==> config.mk <==
export PLATFORM = sky130hd
export DESIGN_NAME = cstag_select
export DESIGN_NICKNAME = d
export VERILOG_FILES = /design/src/rtl/cstag_pkg.sv /design/src/rtl/cstag_select.sv
export SDC_FILE = /design/constraint.sdc
export NUM_CORES = 1
export LEC_CHECK = 0
export BUFFER_PORTS_ARGS = -buffer_cell sky130_fd_sc_hd__buf_2
export CAP_MARGIN = 10
export CORE_AREA = 2 2 106 108
export DETAILED_ROUTE_END_ITERATION = 10
export DIE_AREA = 0 0 108 110
export GPL_TIMING_DRIVEN = 0
export PLACE_DENSITY_LB_ADDON = 0.15
export SLEW_MARGIN = 20
export SYNTH_ARGS = -nofsm -noshare
export SYNTH_HDL_FRONTEND = slang
export SYNTH_SLANG_ARGS = --single-unit
export TNS_END_PERCENT = 50
==> constraint.sdc <==
create_clock -name vclk -period 4.1
set_input_delay 0.205 -clock vclk [all_inputs]
set_output_delay 0.205 -clock vclk [all_outputs]
set_load 0.01 [all_outputs]
==> src/rtl/cstag_pkg.sv <==
// Package with the shared types, codes and constants of the coherent tag array.
`default_nettype none

package cstag_pkg;

    localparam int ADDR_W         = 32;
    localparam int TIME_W         = 32;
    localparam int DEF_SETS       = 64;
    localparam int DEF_WAYS       = 4;
    localparam int DEF_LINE_BYTES = 128;
    localparam int WAY_IDX_W      = 4;
    localparam int LINE_CALC_W    = 16;
    localparam int LINE_IDX_W     = 8;

    typedef logic [WAY_IDX_W-1:0] way_t;

    typedef enum logic [1:0] {
        OP_ACCESS     = 2'd0,
        OP_INVALIDATE = 2'd1,
        OP_FLUSH      = 2'd2
    } op_t;

    typedef enum logic [1:0] {
        LS_INVALID  = 2'd0,
        LS_SHARED   = 2'd1,
        LS_MODIFIED = 2'd2
    } lstate_t;

    typedef enum logic [2:0] {
        ST_HIT         = 3'd0,
        ST_FILL        = 3'd1,
        ST_EVICT       = 3'd2,
        ST_INVALIDATED = 3'd3,
        ST_INV_MISS    = 3'd4,
        ST_FLUSHED     = 3'd5,
        ST_NO_VICTIM   = 3'd6
    } status_t;

    typedef enum logic [2:0] {
        S_CLEAR,
        S_IDLE,
        S_LOOKUP,
        S_FLUSH,
        S_REPLY
    } fsm_t;

    typedef struct packed {
        logic [1:0]        operation;
        logic [ADDR_W-1:0] address;
        logic              is_write;
        logic [TIME_W-1:0] timestamp;
    } in_t;

    typedef struct packed {
        logic [2:0]            status;
        logic [LINE_IDX_W-1:0] line_index;
        logic [ADDR_W-1:0]     evicted_address;
        logic                  evicted_was_modified;
    } out_t;

    typedef struct packed {
        logic hit;
        way_t hit_way;
        logic free;
        way_t free_way;
        way_t victim_way;
    } sel_t;

endpackage

`default_nettype wire

==> src/rtl/cstag_select.sv <==
// Hit, free-way and victim selection over the ways of one set.
`default_nettype none

module cstag_select
    import cstag_pkg::*;
#(
    parameter int WAYS  = DEF_WAYS,
    parameter int BLK_W = 25
) (
    input  wire logic [WAYS-1:0][1:0]        way_state,
    input  wire logic [WAYS-1:0][BLK_W-1:0]  way_blk,
    input  wire logic [WAYS-1:0][TIME_W-1:0] way_time,
    input  wire logic [BLK_W-1:0]            block,
    output sel_t                             sel
);

    localparam int TREE_D = (WAYS > 1) ? $clog2(WAYS) : 0;
    localparam int LEAVES = 1 << TREE_D;
    localparam int NODES  = 2 * LEAVES - 1;

    logic              node_ok   [NODES];
    logic [TIME_W-1:0] node_time [NODES];
    way_t              node_way  [NODES];

    always_comb begin
        sel = '0;
        for (int w = WAYS - 1; w >= 0; w--) begin
            if (way_state[w] != LS_INVALID && way_blk[w] == block) begin
                sel.hit     = 1'b1;
                sel.hit_way = way_t'(w);
            end
        end
        for (int w = 0; w < WAYS; w++) begin
            if (way_state[w] == LS_INVALID) begin
                sel.free     = 1'b1;
                sel.free_way = way_t'(w);
            end
        end

        for (int k = 0; k < LEAVES; k++) begin
            if (k < WAYS) begin
                node_ok[LEAVES-1+k]   = (way_state[k] != LS_INVALID);
                node_time[LEAVES-1+k] = way_time[k];
            end else begin
                node_ok[LEAVES-1+k]   = 1'b0;
                node_time[LEAVES-1+k] = '0;
            end
            node_way[LEAVES-1+k] = way_t'(k);
        end
        for (int i = LEAVES - 2; i >= 0; i--) begin
            if (node_ok[2*i+2] &&
                (!node_ok[2*i+1] || node_time[2*i+2] < node_time[2*i+1])) begin
                node_ok[i]   = 1'b1;
                node_time[i] = node_time[2*i+2];
                node_way[i]  = node_way[2*i+2];
            end else begin
                node_ok[i]   = node_ok[2*i+1];
                node_time[i] = node_time[2*i+1];
                node_way[i]  = node_way[2*i+1];
            end
        end
        sel.victim_way = node_way[0];
    end

endmodule

`default_nettype wire

==> impl_metrics.py <==
metrics = {
    "pwr": {
        "max-vdd-ir-drop_mv": 0.0934,
        "total_power_uw": 1020,
        "power.leakage_uw": 0.00342,
        "pwr_density_cell_nw_per_um2": 155,
    },
    "timing": {
        "fin_ws_ps": -271,
        "fin_crit_ps": 4370,
        "finalSetupViolCount": 2,
        "worstMarginPinSlew_ps": 851,
        "relSlewSlack": 0.431,
        "holdWs_ps": 820,
        "fmax_mhz": 229,
        "finalCritPeriodShare": 1.07,
        "report.final.slew_viol_count": 0,
        "final_hold_viol_count": 0,
        "rsz0062_at_grt": "true",
    },
    "run_status": {
        "violations": "negative setup slack",
        "outcome": "complete, but fails checks",
    },
    "finish": {
        "seq_area_um2": 0,
        "layout-drive-gt1-share": 0.418,
        "clock_buffers": 0,
        "area_growth_pct": 57.9,
        "finalNonFillerCells": 1074,
        "seq_cell_count": 0,
        "antennaDiodeCount": 0,
        "nets": 1290,
    },
    "yosys": {
        "ys_top_cells_by_area": "ha_1, xnor2_1, a21oi_1, xor2_1, inv_1",
        "synth_most_common_cell": "ha_1",
        "yosysTopAreaCell": "ha_1",
        "syn_area_um2": 4180,
        "synthDistinctLibCells": 41,
        "ys_top_cells_by_count": "ha_1, a21oi_1, inv_1",
        "postSynthCellCount": 622,
        "ys_seq_area_frac": 0,
        "postSynthAreaPerCell_um2": 6.71,
        "yosys_warnings": 0,
        "synth_top_cell_area_share": 0.279,
    },
    "routing": {
        "ant_nets": 0,
        "drt_iter0_drc": 227,
        "vias_per_cell": 5.07,
        "wl_per_cell_um": 15.9,
        "drt-pass1-iter-count": 5,
        "vias": 5447,
        "routed_wl_um": 17100,
        "drcViolationCount": 0,
    },
    "floorplanning": {
        "die-area_um2": 11900,
        "coreArea_um2": 10700,
        "start_util": 0.390,
        "die_h_um": 110,
        "dieWidth_um": 108,
        "io_pins": 275,
        "core.rowCount": 38,
    },
    "critical_path": {
        "path_cells": "buf_2, inv_1, ha_4, nand4_1, buf_4, nor4_4, buf_4, nand2_2, o21ai_4, o41ai_4, buf_6, buf_12, buf_16, nor2_2, a21oi_2, ha_1, nand4_1, nor2_2, o211ai_1, a32oi_2, a22oi_2, a311o_1, nand3_2, buf_6",
        "crit_type": "in2out",
        "cp_max_fo": 7,
        "cpPeakStageDelay_ps": 350,
        "cp.required_ps": 3890,
        "crit_path_start": "way_time[30]",
        "worst_setup_path_start_kind": "primary input",
        "cp_slowest_cell": "a311o_1",
        "crit_arrival_ps": 4170,
        "worstSetupEndpoint": "sel[0]",
        "end_kind": "output port",
    },
    "grt": {
        "grt-ovfl-total": 0,
        "antenna_found_initial": 0,
        "grt_max_degree": 11,
        "grt_pass1_wl_um": 25200,
        "first_global_vias": 5202,
        "grt_util_all_layers": 0.269,
    },
    "hold_path": {
        "hp-class": "in2out",
        "hold_path_depth": 3,
    },
    "placed_design": {
        "placedCellCount": 1031,
        "dp.final_hpwl_um": 14200,
        "portBuffers": 264,
        "gp_congestion": 0.945,
    },
    "job": {
        "max_cap_viol_count": 0,
    },
}
worst max-delay path, delay by kind of cell:
kind                     cells  cell delay (ps)
AO/OA/AOI/OAI                7             1350
adder cells (fa/ha/maj)      2              600
buffers and inverters        8             1090
AND/OR/NAND/NOR              7              890
metal layers:
metal,up-vias,track usage,wire length (um)
met5,-,0,0
met4,0,0.0421,261
met3,18,0.0270,1030
met2,207,0.525,9040
met1,2410,0.322,6800
li1,2812,-,-
cell type report:
| cell class | instances | area (um2) |
|---|---|---|
| Inverter | 66 | 253 |
| Multi-Input combinational cell | 538 | 4170 |
| Fill cell | 1080 | 4100 |
| Timing Repair Buffer | 307 | 1770 |
| Buffer | 23 | 225 |
| Tap cell | 140 | 175 |
layout by cell type (no fill, tap or decap), types with 4 or more instances in the layout:
master and count:
a21o_1 6, a21oi_1 53, a21oi_2 12, buf_2 263
buf_4 40, buf_6 7, buf_8 9, clkbuf_1 5
conb_1 6, ha_1 84, ha_4 7, inv_1 61
inv_2 4, nand2_1 62, nand3_1 7, nand4_1 33
nor2_1 44, nor2_2 6, nor3_1 10, nor4_1 11
o21ai_0 25, o21ai_1 18, o21ai_2 6, xnor2_1 64
xor2_1 36
cells by family after synthesis:
group / Yosys count / synth area share
compound gates: 148 / 0.206
xor+xnor: 100 / 0.210
fa+ha+maj: 93 / 0.279
buf+inv: 90 / 0.0902
mux: 2 / 0.00629
other cells: 1 / 0.000898
simple gates: 188 / 0.208
worst min path at each step:
stage                  from  endpoint  slack (ps)
2_1_floorplan  way_state[6]    sel[5]         530
6_report       way_state[6]    sel[5]         820
4_1_cts        way_state[6]    sel[5]         830
3_3_place_gp   way_state[6]    sel[5]         850
5_1_grt        way_state[6]    sel[5]         850
3_5_place_dp   way_state[6]    sel[5]         830
report_power, final:
part	internal [uW]	switching, uW
registers	0	0
clock network	0	0
logic	510	512
total	510	512
metrics by stage:
step	TNS (ps)	setup WS [ps]	util	area, um2
2_1_floorplan	0	312	-	4190
3_3_place_gp	-2030	-1060	0.532	5690
3_5_place_dp	-2070	-1080	0.532	5690
4_1_cts	-395	-203	0.584	6240
5_1_grt	-872	-445	0.616	6590
6_report	-477	-271	0.616	6590
what timing repair did:
action | CTS | global route
setup buffers | 27 | 11
cloned | 6 | 1
pin swaps | 38 | 40
hold buffers | 0 | 0
gates resized for setup | 65 | 54
setup endpoints to repair | 2 | 2
Power figures use the tool's default switching activity.
