--- src/rtl/cstag_ram.sv ---
// Generic single-port-write, registered-read RAM.
`default_nettype none

module cstag_ram #(
    parameter int WIDTH = 8,
    parameter int DEPTH = 64
) (
    input  wire logic                                  aclk,
    input  wire logic                                  wr_en,
    input  wire logic [(DEPTH > 1 ? $clog2(DEPTH) : 1)-1:0] wr_addr,
    input  wire logic [WIDTH-1:0]                      wr_data,
    input  wire logic                                  rd_en,
    input  wire logic [(DEPTH > 1 ? $clog2(DEPTH) : 1)-1:0] rd_addr,
    output logic      [WIDTH-1:0]                      rd_data
);

    logic [WIDTH-1:0] mem [DEPTH];

    always_ff @(posedge aclk) begin
        if (wr_en) begin
            mem[wr_addr] <= wr_data;
        end
        if (rd_en) begin
            rd_data <= mem[rd_addr];
        end
    end

endmodule

`default_nettype wire

--- config.mk ---
export PLATFORM = sky130hd
export DESIGN_NAME = cstag_ram
export DESIGN_NICKNAME = d
export VERILOG_FILES = /design/src/rtl/cstag_ram.sv
export SDC_FILE = /design/constraint.sdc
export NUM_CORES = 1
export LEC_CHECK = 0
export BUFFER_PORTS_ARGS = -buffer_cell sky130_fd_sc_hd__buf_2
export CAP_MARGIN = 20
export CORE_UTILIZATION = 35
export DETAILED_ROUTE_END_ITERATION = 7
export MAX_ROUTING_LAYER = met4
export PLACE_DENSITY = 0.5
export REMOVE_ABC_BUFFERS = 1
export SYNTH_ARGS = -nofsm -noshare
export SYNTH_HDL_FRONTEND = slang
export SYNTH_SLANG_ARGS = --single-unit
--- constraint.sdc ---
create_clock -name aclk -period 2.3 [get_ports aclk]
set_clock_uncertainty 0.2 [all_clocks]
set_input_delay 0.23 -clock aclk [delete_from_list [all_inputs] [get_ports aclk]]
set_output_delay 0.23 -clock aclk [all_outputs]
set_load 0.01 [all_outputs]
==> out/results.txt, run 1 <==
The total power was 0.01991 W. Data arrives at the worst endpoint at 2340 ps. After detailed routing, the number of remaining DRC violations is 0.

Once the floorplan was initialized, standard cells occupied 35.63% of the core. Setup repair after global routing left no endpoint under its margin. Dividing the detail-routed wire length by the instance count gives 25.36 um.

Clock root buffer: sky130_fd_sc_hd__clkbuf_16. Entering global routing, the biggest net connects 65 pins. The logs give 3 for the maximum root-to-sink buffer count and 453.2 MHz for the maximum clock frequency. Averaged over all synthesized cells, the footprint is 21.54 um2.

Clock-pin slew was measured on the worst setup and hold paths at 60 ps. The part of the total power dissipated in the clock network is 41.4%. The type of the setup path with the least slack was flop to flop. The total via count in the routed design was 9923.

The internal portion of the total power is 0.01573 W. The run gives 10.33k as the number of global-route vias before repair. The clock net sink count was 520; the minimum clock period after layout was 2207 ps.

The synthesized netlist cell count came out at 940. In this run, synthesis produced a sequential element count of 520. The global-route congestion overflow total came out at 0. The fraction of the yosys area taken by sequential cells is 77.12%, and the weighted congestion at the end of routability-driven global placement is 0.7828.

31 I/O pins were placed. The worst min-delay path class was input pin to flop. STA classifies the critical path startpoint as a flop. Share of the core filled with cells: 42.54%. Combinational logic burns 5.7% of the power. The synthesized design devotes to its leading area cell type 77.12% of total area. The count of buffers from port buffering was 30. The net count of the finished layout is 1164. The detail route stage leaves a number of antenna-violating nets equal to 0. After detailed placement, the total cell area comes to 0.02242 mm2. The share of async-settable or async-resettable flops after synthesis was 0%. The total power density per cell area was 823.6 mW/mm2.

Headroom to the max-slew limit came out at 48.31%. The count of max-cap constraint violations came out at 0. The switching power is 0.004183 W. The most used flip-flop cell after synthesis was sky130_fd_sc_hd__edfxtp_1.

TritonCTS built the clock tree. For the synthesized area, the log shows 0.02025 mm2. The maximum net fanout on the critical path was 1. The run finished with clean final reports.

Top cell type by total area after synthesis: sky130_fd_sc_hd__edfxtp_1. The switching share of power was 21.01%; the average via count per standard cell was 5.126. The leakage power figure is 7.801 nW. The logs give 610 ps for the insertion delay to the later sink of the worst-skew pair and 2440 ps for the required time reported for the critical path endpoint. CTS built an H-tree with a depth of 2.

Global routing used 17.54% of the available tracks. The portion of the clock cycle consumed by the worst path in the final layout came out at 95.95%. The layout overhead on the synthesized area was 19.39%.

The width of the die came out at 242.5 um. After legalization and detailed placement, the total HPWL measured 31860 um. Yosys mapped the design onto 39 distinct sky130hd cell types. The run gives 0 as the final number of hold-violating endpoints. In the final layout, the multi-input gates occupy 0.004338 mm2. The tools report the final worst slack as 93.24 ps.

The run gives 87 as the number of placement rows. For this block, the routed nets add up to 49110 um of wire. In this run, synthesis inferred 520 flip-flops with an integrated enable.

The tools report the full die area as 0.05881 mm2. In this run, flip-flops and latches consume 52.9% of the power. The number of synthesis warnings is 0. The count of filler cells inserted in the layout is 4988.

The final cell area excluding filler cells came out at 0.02417 mm2. The tools report the final number of max-transition violations as 0. Maximum resistive drop on vdd: 0.0005166 V. For the first-pass GRT wire length, the log shows 72650 um. Clock tree synthesis inserted a total of 53 buffers.

Cells with a size suffix above 1 make up 33.96% of the layout. The number of endpoints failing setup at the final stage was 0; the initial antenna violation count was 1. The die is 242.5 um tall. The core region is 0.05682 mm2. By area the synthesized netlist is led by sky130_fd_sc_hd__edfxtp_1 77%, sky130_fd_sc_hd__mux4_2 14%, sky130_fd_sc_hd__nor2_1 1.5%, sky130_fd_sc_hd__mux2i_1 1.1%, sky130_fd_sc_hd__mux2_2 0.72%.

The worst setup slack after placement is -400.7 ps, and the post-CTS setup repair buffer count is 0. The first detailed-routing pass ran for 5 iterations. For the pin with the worst max-slew slack, the measured transition is 775.4 ps. The area of all sequential standard cells came out at 0.01562 mm2.

The element type at the critical path end was a flop. After the first detailed-routing iteration, the DRC count stood at 870.
-- placed cells by master (no fill, tap or decap), types with 4 or more instances in the layout --
master and instances:
sky130_fd_sc_hd__nand2b_1 7, sky130_fd_sc_hd__nand2_1 19, sky130_fd_sc_hd__clkbuf_16 54, sky130_fd_sc_hd__clkinv_2 6, sky130_fd_sc_hd__mux4_2 126, sky130_fd_sc_hd__nor2_1 83
sky130_fd_sc_hd__buf_4 146, sky130_fd_sc_hd__nor3_1 5, sky130_fd_sc_hd__edfxtp_1 520, sky130_fd_sc_hd__a221oi_1 6, sky130_fd_sc_hd__a211oi_1 4, sky130_fd_sc_hd__clkinv_1 11
sky130_fd_sc_hd__mux2_2 13, sky130_fd_sc_hd__dlygate4sd3_1 8, sky130_fd_sc_hd__mux2i_1 23, sky130_fd_sc_hd__clkbuf_1 13, sky130_fd_sc_hd__bufinv_16 4, sky130_fd_sc_hd__nand3_1 13
sky130_fd_sc_hd__nor2b_1 14, sky130_fd_sc_hd__buf_2 27, sky130_fd_sc_hd__o22ai_1 8, sky130_fd_sc_hd__o221ai_1 8, sky130_fd_sc_hd__buf_12 15
-- cell usage after synthesis (8+ instances only) --
library cell and instances:
sky130_fd_sc_hd__mux2i_1 23, sky130_fd_sc_hd__nand3_1 13, sky130_fd_sc_hd__buf_2 11, sky130_fd_sc_hd__edfxtp_1 520, sky130_fd_sc_hd__nor2_1 83, sky130_fd_sc_hd__clkbuf_1 17, sky130_fd_sc_hd__nand2_1 19, sky130_fd_sc_hd__o221ai_1 8
sky130_fd_sc_hd__nor2b_1 14, sky130_fd_sc_hd__buf_4 13, sky130_fd_sc_hd__o22ai_1 8, sky130_fd_sc_hd__mux2_2 13, sky130_fd_sc_hd__mux4_2 126
-- power by group through the flow --
stage | clock network [W] | registers, W | logic [W]
CTS | 0.00844 | 0.0105 | 0.00115
detailed placement | 0 | 0.0107 | 0.00114
global route | 0.00879 | 0.0105 | 0.00121
floorplan | 0 | 0.0107 | 0.000407
global placement | 0 | 0.0107 | 0.00112
finish | 0.00824 | 0.0105 | 0.00113
-- worst max-delay path, stage by stage (launching register included) --
cell	delay, ps
sky130_fd_sc_hd__edfxtp_1	360
sky130_fd_sc_hd__mux4_2	530
sky130_fd_sc_hd__mux4_2	510
sky130_fd_sc_hd__o21ai_1	220
sky130_fd_sc_hd__o41ai_1	120
-- per-layer routing --
metal	track usage, %	wire length [um]	up-vias
met2	26.83	23200	231
li1	-	-	4346
met5	-	0	-
met3	3.401	2499	63
met4	4.337	917	0
met1	24.11	22490	5283
-- final cells by class --
cell class	count	area share [%]
diodes	2	0.02071
clock buffers	67	5.792
clock inverters	25	1.004
multi-input cells	369	17.95
flip-flops and latches	520	64.60
well taps	756	3.913
repair buffers	197	6.724
-- repair_timing --
item                                   CTS  global route
resized for setup                        3             1
endpoints found under the hold margin  233             0
pin swaps                                0             2
setup endpoints to repair                2             2
hold buffers                             8             0
-- final timing paths --
check,depth (start not counted),end,slack (ps),start
setup / recovery,4,rd_data[3],90,mem[48][3]
hold / removal,3,mem[49][6],50,wr_addr[2]
setup reg to reg,4,rd_data[3],90,mem[48][3]
hold reg to reg,3,rd_data[6],750,mem[30][6]
-- through the flow --
step / setup TNS, ps / hold WS [ps] / cells
after floorplan: 0 / 128.9 / 889
after global placement: -2648 / 424.4 / 1834
after detailed placement: -2686 / 419.5 / 1834
after CTS: 0 / 13.02 / 1934
after global routing: 0 / 35.91 / 1935
final: 0 / 45.78 / 1936
-- registers in the layout (all words and copies together) (netlist names) --
| name | count |
|---|---|
| mem | 512 |
| rd_data | 8 |
-- kinds of logic (layout without fill, tap and decap cells) --
kind of cell	after synthesis	after routing	share of synthesized area [%]
AND/OR/NAND/NOR	153	153	3.374
other	0	2	0
multiplexers	162	162	15.88
buffers and inverters	51	289	1.563
AO/OA/AOI/OAI	54	54	2.064
flip-flops	520	520	77.12
No activity file was read; power rests on OpenSTA's default activity.
==> run 2, diff against run 1 <==
==> constraint.sdc (replaced) <==
create_clock -name aclk -period 2.3 [get_ports aclk]
set_clock_uncertainty 0.2 [all_clocks]
set_input_delay 0.115 -clock aclk [delete_from_list [all_inputs] [get_ports aclk]]
set_output_delay 0.115 -clock aclk [all_outputs]
set_load 0.01 [all_outputs]
==> run 2 against run 1 <==
  * Routed wire length up 2.7%
  * Setup slack got worse by 17 ps
  * Critical path type is now input pin to flop
  * Sequential share of layout area is essentially flat
  * Sequential power barely moved
  * Clock-buffer cell count rose by 5
  * Combinational power is essentially flat
  * First-iteration DRC count increased by 11%
==> out/results.txt, run 2 (same netlist as run 1, synthesis figures left out) <==
Largest registers in the final layout: mem (512), rd_data (8) (unchanged). The total power density per cell area works out to 806.3 mW/mm2 (was 823.6 mW/mm2). Type of the setup path with the least slack: input pin to flop (was flop to flop).

TritonCTS built the clock tree. The number of nets in the finished design was 1175 (was 1164); the count of max-cap constraint violations was 0 (unchanged). Library cell appearing most often on the critical path: sky130_fd_sc_hd__dlygate4sd3_1 (was sky130_fd_sc_hd__mux4_2).

The flip-flop count of the largest register after layout was 512 (unchanged); the first-pass GRT wire length was 74820 um (was 72650 um). Most common cell after layout, fill and taps aside: sky130_fd_sc_hd__edfxtp_1 (unchanged). The number of iterations in the first detailed-routing pass is 5 (unchanged). Setup repair after global routing left no endpoint under its margin.

Maximum resistive drop on vdd: 0.0005163 V (was 0.0005166 V). The post-CTS setup repair buffer count is 0 (unchanged). The portion of the clock cycle consumed by the worst path in the final layout came out at 96.69% (was 95.95%). The run gives 2.781% (was 3.401%) as the global-route met3 utilization.

The tools report the required time reported for the critical path endpoint as 2410 ps (was 2440 ps). The run gives 18.14% (was 17.54%) as the total global routing track utilization. The run gives 49.35% (was 48.31%) as the worst max-slew margin expressed relative to the limit.

The flow ran to the end, and the final reports show no timing, DRC or antenna violations. The accumulated negative setup slack was 0 ps (unchanged); the core box area was 0.05682 mm2 (unchanged). The register with the highest flop count was mem (unchanged).

The logs give 520 (unchanged) for the clock net sink count and 2330 ps (was 2340 ps) for the data arrival time of the critical path. The run gives 966 (was 870) as the number of DRC markers in iteration 0. The fraction of final layout cells with drive strength greater than 1 is 33.75% (was 33.96%). Top library cells by usage in the layout, fill and taps aside: 520 x sky130_fd_sc_hd__edfxtp_1, 148 x sky130_fd_sc_hd__buf_4, 126 x sky130_fd_sc_hd__mux4_2 (was 520 x sky130_fd_sc_hd__edfxtp_1, 146 x sky130_fd_sc_hd__buf_4, 126 x sky130_fd_sc_hd__mux4_2). Number of placement rows: 87 (unchanged).

The library cell contributing the largest single delay on the critical path was sky130_fd_sc_hd__dlygate4sd3_1 (was sky130_fd_sc_hd__mux4_2). The average wire length per cell after detail routing came out at 25.89 um (was 25.36 um). Met1 routing resource usage after global routing: 25.07% (was 24.11%). The kind of cell with the highest combined delay on the critical path was buffers and inverters (was multiplexers). The final cell area excluding filler cells was 0.02417 mm2 (about the same); the worst path buffer plus inverter count was 4 (was 0). Clock edge transition at the registers on the reported setup and hold paths: 60 ps (about the same). Cell breakdown of the critical path: dlygate4sd3_1, buf_2, nand2b_1, dlygate4sd3_1, nor2_1, dlygate4sd3_1 (was mux4_2, mux4_2, o21ai_1, o41ai_1). The top-level port count is 31 (unchanged). The count of placed standard cells including taps is 1834 (unchanged), and the die extent in y is 242.5 um (unchanged). Busiest layer in global routing: met2 (unchanged). For the initial antenna violation count, the log shows 2 (was 1). The width of the die is 242.5 um (unchanged). The share of the core filled with cells was 42.53% (was 42.54%); the minimum clock period after layout was 2224 ps (was 2207 ps).

Detailed-placement wirelength estimate: 32450 um (was 31860 um). The logs give 10.13k (was 9923) for the total via count in the routed design and 7.790 nW (was 7.801 nW) for the leakage power figure. The worst min-delay path class was input pin to flop (unchanged). The logs give 0.7889 (was 0.7828) for the weighted congestion at the end of routability-driven global placement and 0 (unchanged) for the remaining design rule violation count. The delay of the slowest cell on the worst path works out to 620 ps (was 530 ps).

For the number of endpoints failing setup at the final stage, the log shows 0 (unchanged). The met2 layer usage reported by global route came out at 27.97% (was 26.83%). The run gives 3 (unchanged) as the maximum root-to-sink buffer count. The maximum clock frequency was 449.7 MHz (was 453.2 MHz); the global-route congestion overflow total was 0 (unchanged). Maximum net fanout on the critical path: 10 (was 1). For the insertion delay to the later sink of the worst-skew pair, the log shows 610 ps (about the same). The logs give 65 (unchanged) for the pin count of the biggest net entering global routing and 10.48k (was 10.33k) for the number of global-route vias before repair.

The tools report the element type at the critical path end as a flop (unchanged). The logs give 54 (was 53) for the number of buffers created by CTS and 50450 um (was 49110 um) for the final wirelength. The run gives 2 (unchanged) as the CTS H-tree depth. For the final number of max-transition violations, the log shows 0 (unchanged).

For the count of antenna-violating nets left after detailed routing, the log shows 0 (unchanged). The count of buffers from port buffering is 30 (unchanged). The count of placed standard cells in the final layout, fillers left out is 1949 (was 1936), and the layout overhead on the synthesized area is 19.37% (was 19.39%).

Final number of hold-violating endpoints: 0 (unchanged). The type of element launching the critical path is an input pin (was a flop). The standard cell area after detailed placement is 0.02240 mm2 (was 0.02242 mm2). The initial core utilization came out at 35.63% (unchanged). The slew at the pin closest to its max-slew limit came out at 759.7 ps (was 775.4 ps).

The average via count per standard cell was 5.198 (was 5.126). The full die area is 0.05881 mm2 (unchanged). The clock root buffer is sky130_fd_sc_hd__clkbuf_16 (unchanged).
-- run 2: worst reg2reg max path, delay by kind of cell, from the launching register on --
family,cells,cell delay [ps]
AO/OA/AOI/OAI,2,330
flip-flops,1,360
multiplexers,2,1020
-- run 2: where the power goes --
part	switching, W	internal (W)
sequential	0.0000301	0.0105
clock	0.00349	0.00430
combinational	0.000663	0.000487
-- run 2: area by class of cell --
type / count / area, um2
well taps: 756 / 945.9
diodes: 2 / 5.005
clock inverters: 23 / 121.4
repair buffers: 207 / 1700
multi-input cells: 369 / 4362
flip-flops and latches: 520 / 15620
clock buffers: 72 / 1419
fillers: 4964 / 32650
-- run 2: stage by stage --
stage                     worst slack (ps)  total power, W  hold slack [ps]
after CTS                            1.159         0.01970            40.58
after global placement              -326.2         0.01186            315.0
after floorplan                      277.3         0.01114            13.87
final                                76.18         0.01949            88.76
after detailed placement            -340.8         0.01187            306.4
after global routing                 4.462         0.02010            97.51
-- run 2: metal layers --
| metal | up-vias | part of all wire, % |
|---|---|---|
| met5 | - | 0 |
| met4 | 0 | 1.6 |
| met3 | 55 | 4.7 |
| met2 | 263 | 48 |
| met1 | 5452 | 46 |
| li1 | 4360 | - |
-- run 2: worst paths after layout --
path	from	slack [ps]	endpoint	cells past startpoint
worst min register to register	mem[23][1]	690	rd_data[1]	4
worst max-delay path	wr_addr[2]	80	mem[50][6]	6
worst max register to register	mem[35][5]	100	rd_data[5]	4
worst min-delay path	wr_addr[4]	90	mem[49][4]	4
-- run 2: what timing repair did --
action	4_1_cts	5_1_grt
resized for setup	3	8
hold buffers	18	0
endpoints found under the hold margin	394	0
endpoints found under the setup margin	3	6
pin swaps	0	1
